### config.mk
export PLATFORM = sky130hd
export DESIGN_NAME = sha1_message_digest_unit
export DESIGN_NICKNAME = d
export VERILOG_FILES = /design/src/sv/sha1_pkg.sv /design/src/sv/sha1_message_digest_unit.sv
export SDC_FILE = /design/constraint.sdc
export NUM_CORES = 2
export LEC_CHECK = 0
export ABC_AREA = 1
export ABC_CLOCK_PERIOD_IN_PS = 16900
export BUFFER_PORTS_ARGS = -buffer_cell sky130_fd_sc_hd__buf_2
export CORE_UTILIZATION = 55
export DETAILED_ROUTE_END_ITERATION = 12
export PLACE_DENSITY_LB_ADDON = 0.08
export SYNTH_ARGS = -nofsm -noshare
export SYNTH_HDL_FRONTEND = slang
export SYNTH_SLANG_ARGS = --single-unit
### constraint.sdc
create_clock -name clk -period 16.9 [get_ports clk]
set_input_delay 5.07 -clock clk [delete_from_list [all_inputs] [get_ports clk]]
set_output_delay 5.07 -clock clk [all_outputs]
set_load 0.02 [all_outputs]
### src/sv/sha1_pkg.sv
`default_nettype none

package sha1_pkg;

    localparam int WordWidth  = 32;
    localparam int NumCv      = 5;
    localparam int NumW       = 16;
    localparam int NumRounds  = 80;
    localparam int LenWidth   = 61;

    localparam logic [WordWidth-1:0] IV [NumCv] = '{
        32'h6745_2301, 32'hEFCD_AB89, 32'h98BA_DCFE, 32'h1032_5476, 32'hC3D2_E1F0
    };

    localparam logic [WordWidth-1:0] K0 = 32'h5A82_7999;
    localparam logic [WordWidth-1:0] K1 = 32'h6ED9_EBA1;
    localparam logic [WordWidth-1:0] K2 = 32'h8F1B_BCDC;
    localparam logic [WordWidth-1:0] K3 = 32'hCA62_C1D6;

    localparam logic [WordWidth-1:0] PAD_MARKER = 32'h8000_0000;

    localparam logic [2:0] BYTES_PER_WORD = 3'd4;
    localparam logic [2:0] LAST_INDEX     = 3'd4;
    localparam logic [6:0] LAST_ROUND     = 7'd79;
    localparam logic [3:0] LEN_HI_SLOT    = 4'd14;
    localparam logic [3:0] LAST_SLOT      = 4'd15;

    typedef enum logic [4:0] {
        ST_IDLE   = 5'b00001,
        ST_ROUND  = 5'b00010,
        ST_UPDATE = 5'b00100,
        ST_PAD    = 5'b01000,
        ST_OUT    = 5'b10000
    } state_t;

    function automatic logic [WordWidth-1:0] rotl(input logic [WordWidth-1:0] x,
                                                  input logic [4:0] n);
        logic [2*WordWidth-1:0] d;
        d = {x, x} << n;
        return d[2*WordWidth-1:WordWidth];
    endfunction

endpackage

`default_nettype wire

### src/sv/sha1_message_digest_unit.sv
// SHA-1 digest engine. Message words enter on the s_axis side, first byte in
// bits 31:24, with the count of valid leading bytes in tuser and tlast on the
// last word. While idle, one word is taken per cycle. Each time sixteen
// words of a block are complete, the single round unit runs the 80 rounds
// and then the chaining update, with s_axis_tready low. After the last word
// the padding and length words are pushed one per cycle (held while a full
// block is compressed), one or two final blocks are compressed, and the five
// digest words leave on the m_axis side, index in tuser and tlast on the fifth.
`default_nettype none

module sha1_message_digest_unit
    import sha1_pkg::*;
(
    input  wire logic        clk,
    input  wire logic        rst_n,
    input  wire logic        s_axis_tvalid,
    output logic             s_axis_tready,
    input  wire logic [31:0] s_axis_tdata,   // message_word
    input  wire logic [2:0]  s_axis_tuser,   // valid_bytes
    input  wire logic        s_axis_tlast,   // final_word
    output logic             m_axis_tvalid,
    input  wire logic        m_axis_tready,
    output logic [31:0]      m_axis_tdata,   // digest_word
    output logic [2:0]       m_axis_tuser,   // digest_index
    output logic             m_axis_tlast    // digest_last
);

    state_t                 state_reg, state_next;
    logic [WordWidth-1:0]   cv_reg [NumCv];
    logic [WordWidth-1:0]   wv_reg [NumCv];
    logic [WordWidth-1:0]   w_reg  [NumW];
    logic [WordWidth-1:0]   part_reg, part_next;
    logic [1:0]             off_reg, off_next;
    logic [3:0]             wcnt_reg;
    logic [LenWidth-1:0]    len_reg;
    logic [6:0]             round_reg;
    logic [2:0]             idx_reg;
    logic                   pad_reg, pad_next;
    logic                   marker_reg, marker_next;
    logic                   lenhi_reg, lenhi_next;

    logic                   in_fire, out_fire;
    logic [2:0]             nb;
    logic [WordWidth-1:0]   word_masked;
    logic [2*WordWidth-1:0] merge;
    logic [2:0]             total;
    logic                   push;
    logic [WordWidth-1:0]   push_word;
    logic                   block_full;
    logic [63:0]            bit_len;
    logic [WordWidth-1:0]   f, k, t, sched;

    assign in_fire  = s_axis_tvalid && s_axis_tready;
    assign out_fire = m_axis_tvalid && m_axis_tready;

    assign s_axis_tready = (state_reg == ST_IDLE);
    assign m_axis_tvalid = (state_reg == ST_OUT);
    assign m_axis_tdata  = cv_reg[idx_reg];
    assign m_axis_tuser  = idx_reg;
    assign m_axis_tlast  = (idx_reg == LAST_INDEX);

    assign nb          = (s_axis_tuser > BYTES_PER_WORD) ? BYTES_PER_WORD : s_axis_tuser;
    assign word_masked = s_axis_tdata & ~(32'hFFFF_FFFF >> {nb, 3'b000});
    assign merge       = {part_reg, 32'd0} | ({word_masked, 32'd0} >> {off_reg, 3'b000});
    assign total       = {1'b0, off_reg} + nb;
    assign bit_len     = {len_reg, 3'b000};
    assign block_full  = push && (wcnt_reg == LAST_SLOT);

    always_comb
    begin
        if (round_reg < 7'd20)
        begin
            f = wv_reg[3] ^ (wv_reg[1] & (wv_reg[2] ^ wv_reg[3]));
            k = K0;
        end
        else if (round_reg < 7'd40)
        begin
            f = wv_reg[1] ^ wv_reg[2] ^ wv_reg[3];
            k = K1;
        end
        else if (round_reg < 7'd60)
        begin
            f = (wv_reg[1] & wv_reg[2]) | (wv_reg[3] & (wv_reg[1] | wv_reg[2]));
            k = K2;
        end
        else
        begin
            f = wv_reg[1] ^ wv_reg[2] ^ wv_reg[3];
            k = K3;
        end
        t     = rotl(wv_reg[0], 5'd5) + f + wv_reg[4] + k + w_reg[0];
        sched = rotl(w_reg[13] ^ w_reg[8] ^ w_reg[2] ^ w_reg[0], 5'd1);
    end

    always_comb
    begin
        state_next  = state_reg;
        part_next   = part_reg;
        off_next    = off_reg;
        pad_next    = pad_reg;
        marker_next = marker_reg;
        lenhi_next  = lenhi_reg;
        push        = 1'b0;
        push_word   = '0;
        unique case (state_reg)
            ST_IDLE:
            begin
                if (in_fire)
                begin
                    push      = total[2];
                    push_word = merge[63:32];
                    part_next = total[2] ? merge[31:0] : merge[63:32];
                    off_next  = total[1:0];
                    pad_next  = s_axis_tlast;
                    if (total[2] && (wcnt_reg == LAST_SLOT))
                        state_next = ST_ROUND;
                    else if (s_axis_tlast)
                        state_next = ST_PAD;
                end
            end
            ST_ROUND:
            begin
                if (round_reg == LAST_ROUND)
                    state_next = ST_UPDATE;
            end
            ST_UPDATE:
            begin
                if (!pad_reg)
                    state_next = ST_IDLE;
                else if (lenhi_reg)
                    state_next = ST_OUT;
                else
                    state_next = ST_PAD;
            end
            ST_PAD:
            begin
                push = 1'b1;
                if (!marker_reg)
                begin
                    push_word   = part_reg | (PAD_MARKER >> {off_reg, 3'b000});
                    part_next   = '0;
                    off_next    = 2'd0;
                    marker_next = 1'b1;
                end
                else if (lenhi_reg && (wcnt_reg == LAST_SLOT))
                    push_word = bit_len[31:0];
                else if (wcnt_reg == LEN_HI_SLOT)
                begin
                    push_word  = bit_len[63:32];
                    lenhi_next = 1'b1;
                end
                if (wcnt_reg == LAST_SLOT)
                    state_next = ST_ROUND;
            end
            ST_OUT:
            begin
                if (out_fire && (idx_reg == LAST_INDEX))
                begin
                    state_next  = ST_IDLE;
                    part_next   = '0;
                    off_next    = 2'd0;
                    pad_next    = 1'b0;
                    marker_next = 1'b0;
                    lenhi_next  = 1'b0;
                end
            end
            default:
            begin
                state_next = ST_IDLE;
            end
        endcase
    end

    always_ff @(posedge clk or negedge rst_n)
    begin
        if (!rst_n)
        begin
            state_reg  <= ST_IDLE;
            part_reg   <= '0;
            off_reg    <= 2'd0;
            wcnt_reg   <= 4'd0;
            len_reg    <= '0;
            round_reg  <= 7'd0;
            idx_reg    <= 3'd0;
            pad_reg    <= 1'b0;
            marker_reg <= 1'b0;
            lenhi_reg  <= 1'b0;
            for (int i = 0; i < NumCv; i++)
                cv_reg[i] <= IV[i];
        end
        else
        begin
            state_reg  <= state_next;
            part_reg   <= part_next;
            off_reg    <= off_next;
            pad_reg    <= pad_next;
            marker_reg <= marker_next;
            lenhi_reg  <= lenhi_next;
            if (in_fire)
                len_reg <= len_reg + LenWidth'(nb);
            if (push)
                wcnt_reg <= wcnt_reg + 4'd1;
            if (state_reg == ST_ROUND)
                round_reg <= (round_reg == LAST_ROUND) ? 7'd0 : round_reg + 7'd1;
            if (state_reg == ST_UPDATE)
            begin
                for (int i = 0; i < NumCv; i++)
                    cv_reg[i] <= cv_reg[i] + wv_reg[i];
            end
            if (out_fire)
            begin
                if (idx_reg == LAST_INDEX)
                begin
                    idx_reg  <= 3'd0;
                    len_reg  <= '0;
                    wcnt_reg <= 4'd0;
                    for (int i = 0; i < NumCv; i++)
                        cv_reg[i] <= IV[i];
                end
                else
                    idx_reg <= idx_reg + 3'd1;
            end
        end
    end

    always_ff @(posedge clk)
    begin
        if (push || (state_reg == ST_ROUND))
        begin
            for (int i = 0; i < NumW - 1; i++)
                w_reg[i] <= w_reg[i + 1];
            w_reg[NumW - 1] <= push ? push_word : sched;
        end
        if (block_full)
        begin
            for (int i = 0; i < NumCv; i++)
                wv_reg[i] <= cv_reg[i];
        end
        else if (state_reg == ST_ROUND)
        begin
            wv_reg[0] <= t;
            wv_reg[1] <= wv_reg[0];
            wv_reg[2] <= rotl(wv_reg[1], 5'd30);
            wv_reg[3] <= wv_reg[2];
            wv_reg[4] <= wv_reg[3];
        end
    end

endmodule

`default_nettype wire

### Word-level counts from Yosys, hierarchy flattened

Memory sizes are Yosys's and may differ from the RTL's.
Index checks and enable logic that the tools add are counted.

| word-level totals | value |
|---|---|
| memories kept | 2 |
| word-level logic and storage cells | 161 |
| memory bits (writable) | 672 |
| bits of input ports | 40 |
| latch bits | 0 |
| output and inout port bits | 38 |
| ROM bits | 0 |
| register bits after elaboration | 277 |

Memories:

| memory | depth | width | rd ports | clocked after memory_dff | write ports | line | text |
|---|---|---|---|---|---|---|---|
| w_reg | 16 | 32 | 16 | 0 | 16 | sha1_message_digest_unit.sv:31 | `logic [WordWidth-1:0] w_reg [NumW];` |
| wv_reg | 5 | 32 | 5 | 0 | 5 | sha1_message_digest_unit.sv:30 | `logic [WordWidth-1:0] wv_reg [NumCv];` |

| operators by class | value |
|---|---|
| equality and inequality tests | 18 |
| shift operators | 3 |
| reduce and logical (&&, ||, !) cells | 15 |
| $mul | 0 |
| bitwise gates (word level) | 22 |
| add/sub/neg operators | 14 |
| div/mod/pow operators | 0 |
| muxes and demuxes | 67 |
| order comparisons | 5 |

Operator list:

| kind | number |
|---|---|
| $mux W32 | 21 |
| $mux W160 | 3 |
| $add A32 B32 Y32 | 9 |
| $xor A32 B32 Y32 | 7 |
| $mux W61 | 3 |
| $and A32 B32 Y32 | 4 |
| $bmux W32 S3 | 1 |
| $or A32 B32 Y32 | 3 |
| $pmux W32 S3 | 1 |
| $or A64 B64 Y64 | 1 |
| $pmux W32 S2 | 1 |
| $shr A64 B5 Y64 | 1 |
| $add A61 B3 Y61 | 1 |
| $mux W5 | 8 |
| $not A32 Y32 | 1 |
| $shr A32 B5 Y32 const A | 1 |
| $shr A32 B6 Y32 const A | 1 |
| $mux W31 | 1 |
| $pmux W5 S5 | 1 |
| $lt A7 B6 Y1 const B | 2 |
| $mux W1 | 13 |
| $mux W4 | 3 |
| $ne A2 B2 Y1 const B | 6 |
| $reduce_and A5 Y1 | 2 |
| 31 further kinds | 49 |

### Logic depth before layout (Yosys ltp)

An unclocked memory read counts as a cell.

| logic depth | value |
|---|---|
| depth in word-level cells | 12 |
| depth in mapped cells | 30 |
| depth with buffers taken out | 29 |

### Worst setup path after synthesis

No wires, ideal clock.

| timing path | value |
|---|---|
| path kind | in2reg |
| start | in s_axis_tuser[2] |
| end | mem w_reg[0][0] (enable) |
| library setup time | 3633 ps |
| setup slack | -2038 ps |
| arrival time | 15305 ps |
| stages | 9 |
| required time | 13267 ps |
| buffers on the path | 3 |
| cell sequence | buf_4 buf_1 nor2_1 ha_1 fa_1 xor2_2 a21oi_4 clkbuf_1 nand2_1 |

RTL lines:

| what | line | text |
|---|---|---|
| start, declared | sha1_message_digest_unit.sv:19 | `input wire logic [2:0] s_axis_tuser,` |
| end, declared | sha1_message_digest_unit.sv:31 |  |

==> out/results.tsv <==
metric	value	unit
detail-route-antenna-nets	0	
path_clk_slew	0.06	ns
drt-pass1-iter-count	8	
drive_above_1_share	0.0651	
wire_per_inst	24.4	um
period_needed	10.07	ns
area_growth	8.79	%
grt_pass1_vias	43700	
avgSynthCellArea	8.72	sq um
place_inst	7592	
final_nets	6764	
ys_seq_elements	949	
rows	116	
finalHoldViolations	0	
grt_util_all_layers	0.371	
die_w	320	um
final-seq-area	27200	sq um
ctsResizeCount	0	
cts_tree	built	
wl	190000	um
ir_drop	0.000198	V
worstSetupPathType	primary input to flip-flop	
place.gp.congestion	1.02	
maxCapViolations	0	
insertedDiodeCount	0	
pin_count	78	
final_cells	7782	
power_density	171	nW/um^2
initial_core_util	0.555	
synth_edf_count	672	
route.detailed.drc	0	
syn_area	55600	sq um
status	finished clean	
cp-end-kind	flip-flop	
finClkSkew	0.0617	ns
antenna_found_initial	3	
numCtsBuffers	101	
crit_fanout	65	
fmax	99.3	MHz
core_area	100000	sq um
overflow	0	
ys_types	64	
die_h	320	um
clk_latency	0.72	ns
worstPathArrival	10.37	ns
seq_area_frac_synth	0.490	
rsz0062_at_grt	false	
cts_buffer_depth	3	
numPortBuffers	77	
setup_viol	0	
multi_input_area	24700	sq um
clkSinkCount	949	
die_area	102000	sq um
startpoint_type	primary input	
yosysWarningCount	0	
period_share	0.596	
hpwl	143000	um
netlist_instances	6373	
grt_pass1_wl	279000	um
hold_path_class	flip-flop to flip-flop	
post_cts_buffers	0	
root_buffer	clkbuf_16	
required	17.21	ns
tightest_slew	1.15	ns
async_flop_share	0.292	
final_common_cell	nand2_1	
leakage	26.1	nW
via_count	46100	
vias_per_cell	5.93	
ctsHoldBuffers	0	
layout_common_cells	nand2_1, inv_1, edfxtp_1, nor2_1, o21ai_0	
synth_ff_type	edfxtp_1	
final-max-slew-violation-count	0	
htreeDepth	3	
syn_nets	6740	
drt_iter0_markers	5095	
grt_max_degree	204	
fillers	8794	
tns	0	ns
largest_reg_flops	512	
relSlewSlack	0.232	
worst max-delay path, stage by stage:
cell and delay (ns):
buf_2 0.41, nor2_1 0.16, ha_1 0.23, fa_1 0.43
xor2_2 0.13, buf_4 0.34, a21oi_4 0.09, buf_4 0.29
inv_2 0.66, nand2_1 0.24, nand2_4 0.77, buf_4 0.59
buf_4 0.79
layer usage:
metal	GRT usage	vias to the layer above	wire, um
li1	-	21400	-
met4	0.220	6	12900
met3	0.0565	476	15200
met1	0.498	22200	77600
met5	0	-	45
met2	0.571	2094	84100
metrics by stage:
stage               utilization  setup slack (ns)  hold slack [ns]  area [sq um]  power [mW]
global route              0.604              6.58            0.388         60400        10.9
finish                    0.604              6.83            0.393         60400        10.3
floorplan                     -              3.18            0.400         55600        6.77
detailed placement        0.570              6.18            0.405         57100        8.02
CTS                       0.604              6.88            0.384         60400        10.3
global placement          0.570              6.30            0.400         57100        7.97
path summary, 6_finish.rpt:
kind                                  to  slack [ns]             from  cells after the start
max                        wv_reg[0][79]        6.83  s_axis_tuser[2]                     13
min                        w_reg[1][201]        0.39    w_reg[1][233]                      0
max reg2reg                wv_reg[0][25]        9.91     round_reg[4]                     26
min reg2reg                w_reg[1][201]        0.39    w_reg[1][233]                      0
max in group asynchronous   part_reg[13]        9.18            rst_n                      4
min in group asynchronous     cv_reg[35]        4.37            rst_n                      1
synthesized netlist by cell type (all sizes together) (11+ instances only):
cell type,instances,area (sq um)
nor3,96,508
a21boi,15,113
o211ai,47,353
ha,205,2560
a211oi,22,165
buf,76,383
nand3,386,1950
dfrtp,196,4900
o21bai,33,248
fa,122,2440
inv,767,2880
o22ai,11,68.8
a21o,19,143
a21oi,448,2260
or2,32,200
nand2,1536,5780
nand4,57,384
edfxtp,672,20200
nand3b,13,97.6
dfstp,81,2130
xnor2,88,771
o221ai,12,105
xor2,83,734
a31oi,20,125
clkbuf,114,428
o21ai,501,2510
o31ai,21,158
nor2,636,2490
logic make-up (layout without fill, tap and decap cells):
kind of cell | Yosys count | in the layout | share of synthesized area
AND/OR/NAND/NOR | 2773 | 2773 | 0.207
adder cells (fa/ha/maj) | 327 | 327 | 0.0901
flip-flops | 949 | 949 | 0.490
AO/OA/AOI/OAI | 1193 | 1193 | 0.119
buffers and inverters | 960 | 1071 | 0.0667
XOR/XNOR | 171 | 171 | 0.0271
area by class of cell:
type / instances / share of cell area
sequential: 949 / 0.450
inverter: 770 / 0.0480
clock inverter: 60 / 0.0111
clock buffer: 130 / 0.0441
tap: 1298 / 0.0269
multi-input combinational: 4464 / 0.408
timing repair buffer: 111 / 0.0114
where the power goes:
group	total (mW)	switching (mW)	leakage [nW]	internal [mW]
clock	2.26	0.993	1.61	1.27
sequential	4.04	0.480	9.53	3.56
combinational	4.04	2.81	15.0	1.23
Power figures use the tool's default switching activity.
